`src/rtl/core/u8m7_pkg.sv`:
```
// Package for the UTF-8 to modified UTF-7 encoder.
// Holds the job descriptor passed from the front end to the back end,
// the character constants and the base64 alphabet. No dependencies.
package u8m7_pkg;

  // Characters that the encoder tests for or writes.
  localparam logic [7:0] BYTE_NUL        = 8'h00;
  localparam logic [7:0] BYTE_SPACE      = 8'h20;
  localparam logic [7:0] BYTE_AMP        = 8'h26;
  localparam logic [7:0] BYTE_UNDERSCORE = 8'h5F;
  localparam logic [7:0] BYTE_TILDE      = 8'h7E;
  localparam logic [7:0] BYTE_ASCII_END  = 8'h80;

  localparam logic [6:0] CHAR_NUL        = 7'h00;
  localparam logic [6:0] CHAR_AMP        = 7'h26;
  localparam logic [6:0] CHAR_DASH       = 7'h2D;
  localparam logic [6:0] CHAR_UNDERSCORE = 7'h5F;

  // Surrogate construction.
  localparam logic [20:0] PLANE1_BASE    = 21'h10000;
  localparam logic [15:0] HIGH_SURR_BASE = 16'hD800;
  localparam logic [5:0]  LOW_SURR_TOP   = 6'b110111;

  localparam int unsigned DIGIT_W = 6;
  localparam int unsigned BITS_W  = 36;

  // One job: the ordered characters that a single input byte produces.
  // Order of output: amp, digits, dash, chr, cdash.
  typedef struct packed {
    logic              amp;       // opening '&' of a base64 run
    logic [2:0]        ndig;      // number of base64 digits still owed
    logic [BITS_W-1:0] bits;      // digit bits, first digit in the top six
    logic              dash;      // '-' closing a base64 run
    logic              has_char;  // a literal character follows
    logic [6:0]        chr;       // that character
    logic              cdash;     // '-' after a literal '&'
    logic              is_end;    // chr is the string terminator
  } u8m7_job_t;

  // Base64 alphabet "A-Za-z0-9+,".
  function automatic logic [6:0] b64_char(input logic [5:0] v);
    logic [6:0] r;
    if (v < 6'd26) begin
      r = 7'h41 + {1'b0, v};
    end else if (v < 6'd52) begin
      r = 7'h61 + {1'b0, v} - 7'd26;
    end else if (v < 6'd62) begin
      r = 7'h30 + {1'b0, v} - 7'd52;
    end else if (v == 6'd62) begin
      r = 7'h2B;
    end else begin
      r = 7'h2C;
    end
    return r;
  endfunction

endpackage

```
`src/rtl/core/u8m7_ifs.sv`:
```
// Channel interfaces for the UTF-8 to modified UTF-7 encoder.
// One carries input bytes, the other output characters. No dependencies.
interface u8m7_byte_if;
  logic       valid;
  logic       ready;
  logic [7:0] in_byte;

  modport source (output valid, output in_byte, input ready);
  modport sink (input valid, input in_byte, output ready);
endinterface

interface u8m7_char_if;
  logic       valid;
  logic       ready;
  logic [6:0] out_char;
  logic       end_of_string;
  logic       last_of_item;

  modport source (output valid, output out_char, output end_of_string,
                  output last_of_item, input ready);
  modport sink (input valid, input out_char, input end_of_string,
                input last_of_item, output ready);
endinterface

```
`src/rtl/core/u8m7_front.sv`:
```
// Front end: accepts UTF-8 bytes, keeps the encoder state and turns each
// byte into a job descriptor. Depends on u8m7_pkg and u8m7_byte_if.
module u8m7_front import u8m7_pkg::*; (
  input  logic            clk,
  input  logic            rst,
  input  logic            cfg_we,
  input  logic            cfg_wdata,
  u8m7_byte_if.sink       byte_ch,
  input  logic            q_full,
  output logic            push,
  output u8m7_job_t       job
);

  logic        space_map;
  logic        base64_mode, base64_mode_next;
  logic [3:0]  bit_buffer, bit_buffer_next;
  logic [2:0]  bits_pending, bits_pending_next;
  logic [2:0]  seq_total, seq_total_next;
  logic [2:0]  seq_pos, seq_pos_next;
  logic [20:0] code_point, code_point_next;

  logic        accept;
  logic [7:0]  c;
  logic        is_zero;
  logic        printable;
  logic        cp_ready;
  logic [2:0]  pos_inc;
  logic        big;
  logic [20:0] v;
  logic [15:0] u1;
  logic [15:0] u2;

  assign byte_ch.ready = !q_full;
  assign accept        = byte_ch.valid && !q_full;
  assign c             = byte_ch.in_byte;

  always_comb begin
    is_zero   = (c == BYTE_NUL);
    printable = (c >= BYTE_SPACE) && (c <= BYTE_TILDE) &&
                ((c != BYTE_UNDERSCORE) || !space_map);
    pos_inc   = seq_pos + 3'd1;

    base64_mode_next  = base64_mode;
    bit_buffer_next   = bit_buffer;
    bits_pending_next = bits_pending;
    seq_total_next    = seq_total;
    seq_pos_next      = seq_pos;
    code_point_next   = code_point;
    cp_ready          = 1'b0;
    job               = '0;

    if (is_zero || printable) begin
      // Leaving base64: flush the leftover bits padded with zeros, then '-'.
      job.dash = base64_mode;
      if (base64_mode && (bits_pending != 3'd0)) begin
        job.ndig = 3'd1;
        job.bits[BITS_W-1 -: DIGIT_W] = bits_pending[2] ? {bit_buffer, 2'b00}
                                                        : {bit_buffer[1:0], 4'b0000};
      end
      job.has_char      = 1'b1;
      base64_mode_next  = 1'b0;
      bits_pending_next = 3'd0;
      seq_total_next    = 3'd0;
      seq_pos_next      = 3'd0;
      if (is_zero) begin
        job.chr         = CHAR_NUL;
        job.is_end      = 1'b1;
        bit_buffer_next = 4'd0;
        code_point_next = 21'd0;
      end else begin
        job.chr   = (space_map && (c == BYTE_SPACE)) ? CHAR_UNDERSCORE : c[6:0];
        job.cdash = (c == BYTE_AMP);
      end
    end else begin
      job.amp          = !base64_mode;
      base64_mode_next = 1'b1;
      if (c < BYTE_ASCII_END) begin
        code_point_next = {13'd0, c};
        cp_ready        = 1'b1;
      end else if (seq_total != 3'd0) begin
        code_point_next = {code_point[14:0], c[5:0]};
        seq_pos_next    = pos_inc;
        cp_ready        = (pos_inc >= seq_total);
      end else begin
        seq_pos_next = 3'd1;
        if (c < 8'hE0) begin
          seq_total_next  = 3'd2;
          code_point_next = {16'd0, c[4:0]};
        end else if (c < 8'hF0) begin
          seq_total_next  = 3'd3;
          code_point_next = {17'd0, c[3:0]};
        end else begin
          seq_total_next  = 3'd4;
          code_point_next = {18'd0, c[2:0]};
        end
      end
    end

    // UTF-16 units of the finished code point.
    big = |code_point_next[20:16];
    v   = code_point_next - PLANE1_BASE;
    u1  = big ? (16'(v[20:10]) + HIGH_SURR_BASE) : code_point_next[15:0];
    u2  = {LOW_SURR_TOP, v[9:0]};

    if (cp_ready) begin
      seq_total_next  = 3'd0;
      seq_pos_next    = 3'd0;
      bit_buffer_next = big ? u2[3:0] : u1[3:0];
      case ({big, bits_pending[2:1]})
        3'b000: begin
          job.bits = {u1, 20'd0};
          job.ndig = 3'd2;
          bits_pending_next = 3'd4;
        end
        3'b001: begin
          job.bits = {bit_buffer[1:0], u1, 18'd0};
          job.ndig = 3'd3;
          bits_pending_next = 3'd0;
        end
        3'b010: begin
          job.bits = {bit_buffer, u1, 16'd0};
          job.ndig = 3'd3;
          bits_pending_next = 3'd2;
        end
        3'b100: begin
          job.bits = {u1, u2, 4'd0};
          job.ndig = 3'd5;
          bits_pending_next = 3'd2;
        end
        3'b101: begin
          job.bits = {bit_buffer[1:0], u1, u2, 2'd0};
          job.ndig = 3'd5;
          bits_pending_next = 3'd4;
        end
        3'b110: begin
          job.bits = {bit_buffer, u1, u2};
          job.ndig = 3'd6;
          bits_pending_next = 3'd0;
        end
        default: begin
          job.bits = '0;
          job.ndig = 3'd0;
          bits_pending_next = 3'd0;
        end
      endcase
    end
  end

  // Steps that only collect part of a sequence inside base64 produce nothing.
  assign push = accept && (is_zero || printable || job.amp || cp_ready);

  always_ff @(posedge clk) begin
    if (rst) begin
      space_map <= 1'b0;
    end else if (cfg_we) begin
      space_map <= cfg_wdata;
    end
  end

  always_ff @(posedge clk) begin
    if (rst) begin
      base64_mode  <= 1'b0;
      bit_buffer   <= 4'd0;
      bits_pending <= 3'd0;
      seq_total    <= 3'd0;
      seq_pos      <= 3'd0;
      code_point   <= 21'd0;
    end else if (accept) begin
      base64_mode  <= base64_mode_next;
      bit_buffer   <= bit_buffer_next;
      bits_pending <= bits_pending_next;
      seq_total    <= seq_total_next;
      seq_pos      <= seq_pos_next;
      code_point   <= code_point_next;
    end
  end

endmodule

```
`src/rtl/core/u8m7_queue.sv`:
```
// Short job queue between the front end and the back end.
// Depends on u8m7_pkg.
module u8m7_queue import u8m7_pkg::*; #(
  parameter int unsigned DEPTH = 4
) (
  input  logic      clk,
  input  logic      rst,
  input  logic      push,
  input  u8m7_job_t push_job,
  output logic      full,
  input  logic      pop,
  output logic      nonempty,
  output u8m7_job_t head
);

  localparam int unsigned PW = (DEPTH > 1) ? $clog2(DEPTH) : 1;
  localparam int unsigned CW = $clog2(DEPTH + 1);

  u8m7_job_t     slots [DEPTH];
  logic [PW-1:0] wr_ptr;
  logic [PW-1:0] rd_ptr;
  logic [CW-1:0] count;

  assign full     = (count == CW'(DEPTH));
  assign nonempty = (count != '0);
  assign head     = slots[rd_ptr];

  always_ff @(posedge clk) begin
    if (push) begin
      slots[wr_ptr] <= push_job;
    end
  end

  always_ff @(posedge clk) begin
    if (rst) begin
      wr_ptr <= '0;
      rd_ptr <= '0;
      count  <= '0;
    end else begin
      if (push) begin
        wr_ptr <= (wr_ptr == PW'(DEPTH - 1)) ? '0 : wr_ptr + 1'b1;
      end
      if (pop) begin
        rd_ptr <= (rd_ptr == PW'(DEPTH - 1)) ? '0 : rd_ptr + 1'b1;
      end
      if (push && !pop) begin
        count <= count + 1'b1;
      end else if (pop && !push) begin
        count <= count - 1'b1;
      end
    end
  end

endmodule

```
`src/rtl/core/u8m7_back.sv`:
```
// Back end: takes jobs from the queue and, while the output is not stalled, writes one
// character per cycle into the output register. Depends on u8m7_pkg and u8m7_char_if.
module u8m7_back import u8m7_pkg::*; (
  input  logic       clk,
  input  logic       rst,
  input  logic       q_nonempty,
  input  u8m7_job_t  q_head,
  output logic       pop,
  u8m7_char_if.source char_ch
);

  u8m7_job_t  cur;
  u8m7_job_t  cur_next;
  logic       cur_valid;
  logic       out_valid;
  logic [6:0] out_char;
  logic       out_end;
  logic       out_last;

  logic       emit;
  logic       is_last;
  logic [6:0] ch;
  logic       ch_end;

  assign emit = cur_valid && (!out_valid || char_ch.ready);

  // Pick the next character and the job with that character consumed.
  always_comb begin
    cur_next = cur;
    ch_end   = 1'b0;
    if (cur.amp) begin
      ch           = CHAR_AMP;
      cur_next.amp = 1'b0;
    end else if (cur.ndig != 3'd0) begin
      ch            = b64_char(cur.bits[BITS_W-1 -: DIGIT_W]);
      cur_next.ndig = cur.ndig - 3'd1;
      cur_next.bits = {cur.bits[BITS_W-DIGIT_W-1:0], {DIGIT_W{1'b0}}};
    end else if (cur.dash) begin
      ch            = CHAR_DASH;
      cur_next.dash = 1'b0;
    end else if (cur.has_char) begin
      ch                = cur.chr;
      ch_end            = cur.is_end;
      cur_next.has_char = 1'b0;
    end else begin
      ch             = CHAR_DASH;
      cur_next.cdash = 1'b0;
    end
    is_last = !cur_next.amp && (cur_next.ndig == 3'd0) && !cur_next.dash &&
              !cur_next.has_char && !cur_next.cdash;
  end

  assign pop = q_nonempty && (!cur_valid || (emit && is_last));

  always_ff @(posedge clk) begin
    if (rst) begin
      cur_valid <= 1'b0;
    end else if (pop) begin
      cur_valid <= 1'b1;
    end else if (emit && is_last) begin
      cur_valid <= 1'b0;
    end
  end

  always_ff @(posedge clk) begin
    if (pop) begin
      cur <= q_head;
    end else if (emit) begin
      cur <= cur_next;
    end
  end

  always_ff @(posedge clk) begin
    if (rst) begin
      out_valid <= 1'b0;
    end else if (emit) begin
      out_valid <= 1'b1;
    end else if (char_ch.ready) begin
      out_valid <= 1'b0;
    end
  end

  always_ff @(posedge clk) begin
    if (emit) begin
      out_char <= ch;
      out_end  <= ch_end;
      out_last <= is_last;
    end
  end

  assign char_ch.valid         = out_valid;
  assign char_ch.out_char      = out_char;
  assign char_ch.end_of_string = out_end;
  assign char_ch.last_of_item  = out_last;

endmodule

```
`src/rtl/core/utf8_to_modified_utf7_encoder.sv`:
```
// Top level of the UTF-8 to IMAP modified UTF-7 encoder.
// Depends on u8m7_pkg, u8m7_ifs, u8m7_front, u8m7_queue and u8m7_back.
// With the back end idle, a request's first character passes the queue, the job register
// and the output register before it is offered.
// Throughput: one character per cycle while the output is not stalled, set by the back end's
// character path; a request makes one to six characters, or none if it only extends a sequence.
// Reset (rst, synchronous, active high) empties queue and output, clears the encoder state
// and turns the space mapping off.
module utf8_to_modified_utf7_encoder import u8m7_pkg::*; #(
  parameter int unsigned QUEUE_DEPTH = 4
) (
  input  logic        clk,
  input  logic        rst,
  input  logic        cfg_we,
  input  logic        cfg_wdata,
  u8m7_byte_if.sink   byte_ch,
  u8m7_char_if.source char_ch
);

  // The front end accepts one request per cycle while the queue has room. It
  // keeps the whole encoder state (base64 mode, the bits still owed, the
  // UTF-8 sequence being assembled) and turns every byte into a job: the
  // opening '&', up to six base64 digits, the closing '-', a literal
  // character and the '-' that follows a literal '&'. Bytes that only add to
  // an open UTF-8 sequence inside base64 make no job at all.
  logic      push;
  logic      q_full;
  logic      q_nonempty;
  logic      pop;
  u8m7_job_t job;
  u8m7_job_t q_head;

  u8m7_front u_front (
    .clk       (clk),
    .rst       (rst),
    .cfg_we    (cfg_we),
    .cfg_wdata (cfg_wdata),
    .byte_ch   (byte_ch),
    .q_full    (q_full),
    .push      (push),
    .job       (job)
  );

  // Jobs wait here so that a stalled output does not stop the input at once.
  u8m7_queue #(
    .DEPTH (QUEUE_DEPTH)
  ) u_queue (
    .clk      (clk),
    .rst      (rst),
    .push     (push),
    .push_job (job),
    .full     (q_full),
    .pop      (pop),
    .nonempty (q_nonempty),
    .head     (q_head)
  );

  // The back end walks the job one character at a time. It loads the next
  // job in the same cycle that the last character of the current one goes
  // out, so there is no bubble between requests.
  u8m7_back u_back (
    .clk        (clk),
    .rst        (rst),
    .q_nonempty (q_nonempty),
    .q_head     (q_head),
    .pop        (pop),
    .char_ch    (char_ch)
  );

endmodule

```
`src/flat_wrapper.sv`:
```
// flat-port wrapper written by rule: the top's interface ports become plain ports
module utf8_to_modified_utf7_encoder_flat import u8m7_pkg::*;
#(
  parameter int unsigned QUEUE_DEPTH = 4
)
  (clk, rst, cfg_we, cfg_wdata, byte_ch_valid, byte_ch_in_byte, byte_ch_ready, char_ch_valid, char_ch_out_char, char_ch_end_of_string, char_ch_last_of_item, char_ch_ready);
  u8m7_byte_if byte_ch_i ();
  u8m7_char_if char_ch_i ();
  input  logic clk;
  input  logic rst;
  input  logic cfg_we;
  input  logic cfg_wdata;
  input wire logic [$bits(byte_ch_i.valid)-1:0] byte_ch_valid;
  input wire logic [$bits(byte_ch_i.in_byte)-1:0] byte_ch_in_byte;
  output wire logic [$bits(byte_ch_i.ready)-1:0] byte_ch_ready;
  output wire logic [$bits(char_ch_i.valid)-1:0] char_ch_valid;
  output wire logic [$bits(char_ch_i.out_char)-1:0] char_ch_out_char;
  output wire logic [$bits(char_ch_i.end_of_string)-1:0] char_ch_end_of_string;
  output wire logic [$bits(char_ch_i.last_of_item)-1:0] char_ch_last_of_item;
  input wire logic [$bits(char_ch_i.ready)-1:0] char_ch_ready;
  assign byte_ch_i.valid = byte_ch_valid;
  assign byte_ch_i.in_byte = byte_ch_in_byte;
  assign byte_ch_ready = byte_ch_i.ready;
  assign char_ch_valid = char_ch_i.valid;
  assign char_ch_out_char = char_ch_i.out_char;
  assign char_ch_end_of_string = char_ch_i.end_of_string;
  assign char_ch_last_of_item = char_ch_i.last_of_item;
  assign char_ch_i.ready = char_ch_ready;
  utf8_to_modified_utf7_encoder #(.QUEUE_DEPTH(QUEUE_DEPTH)) u_core (.clk(clk), .rst(rst), .cfg_we(cfg_we), .cfg_wdata(cfg_wdata), .byte_ch(byte_ch_i), .char_ch(char_ch_i));
endmodule
```
`config.mk`:
```
export PLATFORM = sky130hd
export DESIGN_NAME = utf8_to_modified_utf7_encoder_flat
export DESIGN_NICKNAME = d
export VERILOG_FILES = /design/src/rtl/core/u8m7_pkg.sv /design/src/rtl/core/u8m7_ifs.sv /design/src/rtl/core/u8m7_front.sv /design/src/rtl/core/u8m7_queue.sv /design/src/rtl/core/u8m7_back.sv /design/src/rtl/core/utf8_to_modified_utf7_encoder.sv /design/src/flat_wrapper.sv
export SDC_FILE = /design/constraint.sdc
export NUM_CORES = 1
export LEC_CHECK = 0
export ABC_AREA = 1
export BUFFER_PORTS_ARGS = -buffer_cell sky130_fd_sc_hd__buf_2
export CAP_MARGIN = 5
export CORE_MARGIN = 4
export CORE_UTILIZATION = 40
export DETAILED_ROUTE_END_ITERATION = 8
export SETUP_SLACK_MARGIN = 0.5
export SLEW_MARGIN = 0
export SYNTH_ARGS = -nofsm -noshare
export SYNTH_HDL_FRONTEND = slang
export SYNTH_SLANG_ARGS = --single-unit
```
`constraint.sdc`:
```
create_clock -name clk -period 3.9 [get_ports clk]
set_input_delay 0.39 -clock clk [delete_from_list [all_inputs] [get_ports clk]]
set_output_delay 0.39 -clock clk [all_outputs]
set_load 0.02 [all_outputs]
```
; ---- After elaboration in Yosys (flattened, before gate mapping)
; Memories as Yosys holds them, arrays and structs flattened. A register that Yosys moved wholly into a read port is not among the register bits.
; Index checks and enable logic that the tools add are counted.
[op_classes]
n_addsub = 13
n_lt_le_gt_ge = 9
eq_ne = 15
muxes = 68
bitwise = 1
reduce_logical = 53
[op_table]
columns = cell, count
row1 = $pmux W39 S6, 1
row2 = $mux W51, 2
row3 = $mux W21, 4
row4 = $mux W39, 2
row5 = $mux W7, 9
row6 = $mux W3, 15
row7 = $mux W41, 1
row8 = $lt A8 B8 Y1 const B, 3
row9 = $sub A21 B17 Y21 const B, 1
row10 = $mux W4, 5
row11 = $mux W1, 18
row12 = $add A12 B15 Y16 const B, 1
row13 = $eq A8 B6 Y1 const B, 2
row14 = $mux W16, 1
row15 = $add A7 B6 Y7 const A, 2
row16 = $logic_and A1 B1 Y1, 14
row17 = $reduce_bool A2 Y1, 7
row18 = $eq A3 B3 Y1 const B, 4
row19 = $lt A6 B6 Y1 const B, 2
row20 = $reduce_bool A3 Y1, 4
row21 = $mux W11, 1
row22 = $logic_not A1 Y1, 10
row23 = $mux W2, 5
row24 = $mux W9, 1
row25 = other kinds (29), 44
[word_totals]
reg_bits = 105
ram_bits = 204
out_inout_bits = 11
memories = 1
[memory_table]
columns = name, depth, width, rd, rd_ports_with_merged_regs, write_ports, line_no
row1 = u_core.u_queue.slots, 4, 51, 1, 1, 1, u8m7_queue.sv:19  ; u8m7_job_t slots [DEPTH];

; ---- Depth between registers and ports, before layout
[depth]
ltp_word = 13
mapped_depth = 22
depth_no_buf = 21

; ---- Hierarchy
; A second synthesis with hierarchy kept.
[hier_totals]
cells_unflattened = 1520
area_unflattened_um2 = 14840.5
[by_module_without_submodules]
columns = module, instances, cells_per_inst, area_each_um2, seq_area_each_um2
row1 = u8m7_queue, 1, 553, 8059.0, 6306.0
row2 = u8m7_back, 1, 417, 3614.7, 1841.8
row3 = u8m7_front, 1, 550, 3166.8, 700.7

; ---- Worst setup path after synthesis
; OpenSTA, ideal clock, no wires.
[synth_path]
path_kind = register to register
startpoint = reg u_core.u_front.seq_pos[0]
endpoint = mem u_core.u_queue.slots[0][0] (netlist name) (enable)
arrival_time_ns = 3.678
required_ns = 3.442
path_slack_ns = -0.236
path_stages_with_launch = 11
path_buffers = 0
synth_period_minus_slack_ns = 4.136
cell_sequence = dfxtp_1 > ha_1 > xnor2_1 > inv_1 > ha_1 > nand2_1 > o211ai_1 > a21oi_1 > inv_1 > o21ai_2 > nor2_1
[synth_between]
elab_chain_cells = 9
[synth_rtl]
columns = element, line_no
row1 = from (decl), u8m7_front.sv:19  ; logic [2:0] seq_pos, seq_pos_next;
row2 = from (signal assigned), u8m7_front.sv:173  ; seq_pos <= seq_pos_next;
row3 = $add A3 B1 Y3, u8m7_front.sv:41  ; pos_inc = seq_pos + 3'd1;
row4 = $ge A3 B3 Y1, u8m7_front.sv:83  ; cp_ready = (pos_inc >= seq_total);
row5 = $mux W1, u8m7_front.sv:80  ; end else if (seq_total != 3'd0) begin
row6 = $mux W1, u8m7_front.sv:77  ; if (c < BYTE_ASCII_END) begin
row7 = $mux W1, u8m7_front.sv:52  ; if (is_zero || printable) begin
row8 = $logic_or A1 B1 Y1, u8m7_front.sv:150  ; assign push = accept && (is_zero || printable || job.amp || cp_ready);
row9 = $logic_and A1 B1 Y1, u8m7_front.sv:150
row10 = $mux W1, u8m7_queue.sv:29  ; if (push) begin
row11 = $mux W1 (not written as such), u8m7_queue.sv:30  ; slots[wr_ptr] <= push_job;
row12 = to (decl), u8m7_queue.sv:19
; Every way passes these cells.

; ---- Worst setup path in the final report
[layout_path]
startpoint = reg u_core.u_back.cur[47] (netlist name)
endpoint = reg u_core.u_back.cur[18] (netlist name) (enable)
[layout_between]
elab_chain_cells = 12
[layout_rtl]
columns = element, line_no
row1 = from (decl), u8m7_back.sv:12  ; u8m7_job_t cur;
row2 = from (signal assigned), u8m7_back.sv:67  ; cur <= q_head;
row3 = from (signal assigned), u8m7_back.sv:69  ; cur <= cur_next;
row4 = $sub A3 B1 Y3 or $reduce_bool A3 Y1 (tied branches), "u8m7_back.sv:36, u8m7_back.sv:34"
row5 = $mux W39 or $mux W2 (tied branches), u8m7_back.sv:34  ; end else if (cur.ndig != 3'd0) begin
row6 = $mux W41, u8m7_back.sv:31  ; if (cur.amp) begin
row7 = $logic_not A3 Y1 or $logic_not A1 Y1 (tied branches), u8m7_back.sv:49  ; is_last = !cur_next.amp && (cur_next.ndig == 3'd0) && !cur_next.dash &&
row8 = $logic_and A1 B1 Y1 (2 in a row), u8m7_back.sv:49
row9 = $logic_and A1 B1 Y1 *, u8m7_back.sv:50  ; !cur_next.has_char && !cur_next.cdash;
row10 = via u_core.u_back.is_last, u8m7_back.sv:21  ; logic is_last;
row11 = $logic_and A1 B1 Y1 *, u8m7_back.sv:53  ; assign pop = q_nonempty && (!cur_valid || (emit && is_last));
row12 = $logic_or A1 B1 Y1 *, u8m7_back.sv:53
row13 = $logic_and A1 B1 Y1 *, u8m7_back.sv:53
row14 = $ne A2 B1 Y1 (no line) or $reduce_bool A2 Y1 (tied branches), n/a
row15 = $reduce_and A3 Y1 (no line) *, n/a
; The timed path passes the listed nets; every way through them passes the cells marked *. The select of a mux whose other input is x is not followed.
; A chain may end at the register's enable or synchronous reset.

==> PnR_summary.wiki <==
{| class="wikitable"
! Metric !! Value
|-
| Run status || finished, final reports clean
|-
| WP data required || 4090 ps
|-
| Number of vias in the routed layout || between 10k and 15k
|-
| Area share of the largest cell type after synthesis || 0.557
|-
| Std cell rows || 68
|-
| Category of the worst setup path launch point || flop
|-
| Overall die area || 38,100 sq um
|-
| Area of all placed cells without fillers || 15,800 sq um
|-
| Vias in the first global route || 9,587
|-
| Input/output buffers || 24
|-
| TritonCTS clock tree || built
|-
| Kind of end point of the critical path || flop
|-
| Power density over cell area || about 730 nW/um^2
|-
| Post-synthesis async set-or-reset flop share || 0
|-
| Area of the core || 34,500 sq um
|-
| Sum of net half-perimeters after detailed placement || 21,400 um
|-
| Worst Skew || ~18 ps
|-
| Pin count of the biggest net entering global routing || a little over 80
|-
| Tot GR Track Use || 0.176
|-
| Path class of the lowest-slack min-delay path || input pin to flop
|-
| Synthesized Nets || 1,483
|-
| Setup CP Type || flop to flop
|-
| Final non-filler cell total || 1,953
|-
| Top area cells in the synthesized netlist || sky130_fd_sc_hd__edfxtp_1 56%, sky130_fd_sc_hd__o21ai_0 7.1%, sky130_fd_sc_hd__dfxtp_1 6.6%, sky130_fd_sc_hd__nand2_1 6.0%, sky130_fd_sc_hd__nor2_1 5.6%
|-
| Crit-path cells || inv_1 > ha_1 > nand2_1 > nand2_2 > xor2_1 > nand4_1 > nor3_2 > nand2_1 > a21oi_4 > clkinvlp_4 > buf_4 > o21ai_4 > buf_4
|-
| Remaining Overflow, GRT || 0
|-
| Rel. slew slack || 0.133
|-
| Layout Nets || 1,508
|-
| Detailed-router iteration count before antenna repair || 5
|-
| DR vias/cell || 5.25
|-
| Number of CTS-inserted buffers || 34
|-
| Primary FF master, synth || sky130_fd_sc_hd__edfxtp_1
|-
| Number of hold-slack violations in the final timing report || 0
|-
| Main combinational cell family by area after synthesis || simple AND/OR/NAND/NOR gates
|-
| Synthesized area per cell || 9.67 sq um
|-
| Ratio of cells with drive above 1 in the final layout || 0.102
|-
| CP Data Arrival Time || 3300 ps
|-
| Distinct cells, synth || 43
|-
| Final setup viols || 0
|-
| Buffers and inverters on the worst path || 4
|-
| Share of the synthesized area in compound gates (AO/OA/AOI/OAI) || 0.131
|-
| Antenna viol nets, final || 0
|-
| Ratio of final minimum period to clock period || 0.796
|-
| ANT cells || 0
|-
| Finished Core Util || 0.458
|-
| Highest clock rate || about 320 MHz
|-
| Final wirelength || 34,500 um
|-
| Mux contribution to synthesized area || 0
|-
| Number of placed instances with taps included || 1,890
|-
| Post-synthesis register bit count || 306
|-
| Sequential area share after synthesis || 0.622
|-
| Total number of yosys warnings || 0
|-
| Number of top-level design ports || 25
|-
| CP peak stage delay || 400 ps
|-
| Leading cell types by count after synthesis || 260 x sky130_fd_sc_hd__edfxtp_1, 226 x sky130_fd_sc_hd__nand2_1, 208 x sky130_fd_sc_hd__nor2_1, 199 x sky130_fd_sc_hd__o21ai_0, 139 x sky130_fd_sc_hd__inv_1
|-
| CTS sink count || between 300 and 400
|-
| Global-route wire length before repair || 53,600 um
|-
| Crit-path leading delay family || buffers and inverters
|-
| Layout Area Growth over Synthesis || 12.9%
|-
| Slew @ Worst Pin || 1290 ps
|-
| RSZ-0062 raised after global routing || false
|-
| Count of mapped cells out of synthesis || 1,450
|-
| Leak pwr || 6.06 nW
|-
| Reported max-cap violation count || 0
|-
| Post-Syn Area || ~14,000 sq um
|-
| Drt drc || 0
|-
| Worst hold slack after final layout || 132 ps
|-
| Clk_lat worst skew || 510 ps
|-
| Clock Tree Buf Depth || 3
|-
| Final estimated routing congestion in global placement || 0.932
|-
| Critical-path top delay cell || sky130_fd_sc_hd__edfxtp_1
|-
| CTS clk-pin slew, worst paths || 60 ps
|-
| Total placed instance area || roughly 15,000 sq um
|-
| Average wire per cell in the routed design || 17.7 um
|-
| Final number of max-transition violations || 0
|-
| Minimum clock period after layout || 3110 ps
|-
| Post-synthesis share of cell area spent on full adders, half adders and majority gates || 0.0175
|-
| Most common cell in the synthesized netlist || sky130_fd_sc_hd__edfxtp_1
|-
| Number of synthesized flops with an enable pin || between 200 and 300
|-
| Post-synthesis cell type with the largest combined area || sky130_fd_sc_hd__edfxtp_1
|-
| Critical path fanouts, max || 15
|-
| Synthesized-area fraction occupied by xor and xnor cells || 0.00312
|-
| Initial antenna violation count || 1
|-
| Post-synthesis share of cell area spent on and, or, nand and nor gates || 0.164
|-
| Library cell used as clock root buffer || sky130_fd_sc_hd__clkbuf_16
|-
| Die span in x || 195 um
|-
| Violation count after the first detailed-route iteration || 797
|-
| Maximum resistive drop on vdd || 417 uV
|-
| Initial cell density of the core || 0.406
|-
| H-tree depth reported by CTS || 2
|-
| Die height || 195 um
|}
routing by layer:
| layer | vias up | share of wire | track usage |
|---|---|---|---|
| met1 | 4898 | 0.46 | 0.247 |
| met5 | - | 0 | 0 |
| met2 | 299 | 0.46 | 0.284 |
| met4 | 0 | 0.019 | 0.0447 |
| li1 | 5019 | - | - |
| met3 | 44 | 0.063 | 0.0314 |
what timing repair did:
action / 4_1_cts / 5_1_grt
hold buffers: 0 / 0
setup endpoints to repair: 0 / 2
buffers inserted: 0 / 4
gates resized for setup: 0 / 3
layout make-up:
cell class,count,area [sq um]
tap,455,569
clock buffer,44,930
multi-input combinational,923,4480
clock inverter,15,159
inverter,153,578
timing repair buffer,57,380
sequential,306,8730
fill,3319,18700
logic make-up (layout without fill, tap and decap cells):
group | Yosys count | after routing
AOI/OAI and AO/OA | 344 | 344
and+or+nand+nor | 555 | 555
DFF | 306 | 306
xor gates and xnor gates | 5 | 5
adders and majority gates | 19 | 19
buffers and inverters | 221 | 269
path summary, 6_finish.rpt:
kind / start / to / slack (ps) / cells past startpoint
setup / recovery: u_core.u_back.cur[47] / u_core.u_back.cur[18] / 790 / 13
hold reg to reg: u_core.u_front.bit_buffer[3] / u_core.u_front.bit_buffer[3] / 480 / 2
setup reg to reg: u_core.u_back.cur[47] / u_core.u_back.cur[18] / 790 / 13
hold / removal: cfg_wdata / u_core.u_front.space_map / 130 / 3
report_power, final:
| group | switching, mW | leakage [nW] | internal (mW) |
|---|---|---|---|
| Sequential | 0.263 | 2.79 | 4.55 |
| Clock | 1.23 | 0.530 | 1.88 |
| Combinational | 2.64 | 2.74 | 1.06 |
| Total | 4.14 | 6.06 | 7.49 |
sequential cells by signal, summed over array words and instances, names as in the netlist, 3 cells and up, named ones only:
signal,count
u_core.u_back.char_ch.out_char,7
u_core.u_queue.count,3
u_core.u_queue.slots,200
u_core.u_front.seq_total,3
u_core.u_front.bit_buffer,4
u_core.u_back.cur,51
u_core.u_front.seq_pos,3
u_core.u_front.code_point,21
layout by cell type, fill, tap and decap left out, drive strengths merged, types with 5 or more instances in the layout:
cell type	netlist	routed
inv	151	151
clkinv	2	11
nand4	5	5
buf	17	57
o211ai	7	7
a21oi	82	82
ha	18	18
nand2	236	236
o21ai	206	206
dfxtp	46	46
nand3	85	85
o22ai	35	35
edfxtp	260	260
nor3	11	11
clkbuf	51	44
nor2	215	215
worst register-to-register path, cell delays in order, from the launching register on:
cell and delay, ps:
sky130_fd_sc_hd__edfxtp_1 400, sky130_fd_sc_hd__inv_1 100, sky130_fd_sc_hd__ha_1 160, sky130_fd_sc_hd__nand2_1 90
sky130_fd_sc_hd__nand2_2 160, sky130_fd_sc_hd__xor2_1 210, sky130_fd_sc_hd__nand4_1 140, sky130_fd_sc_hd__nor3_2 200
sky130_fd_sc_hd__nand2_1 140, sky130_fd_sc_hd__a21oi_4 190, sky130_fd_sc_hd__clkinvlp_4 220, sky130_fd_sc_hd__buf_4 210
sky130_fd_sc_hd__o21ai_4 240, sky130_fd_sc_hd__buf_4 340
through the flow:
step	worst slack [ps]	power [mW]	TNS (ps)
finish	794	11.6	0
global route	528	12.4	0
CTS	623	11.7	0
detailed placement	655	8.55	0
global placement	660	8.52	0
floorplan	-236	7.37	-47130
(Power assumes the default switching activity.)
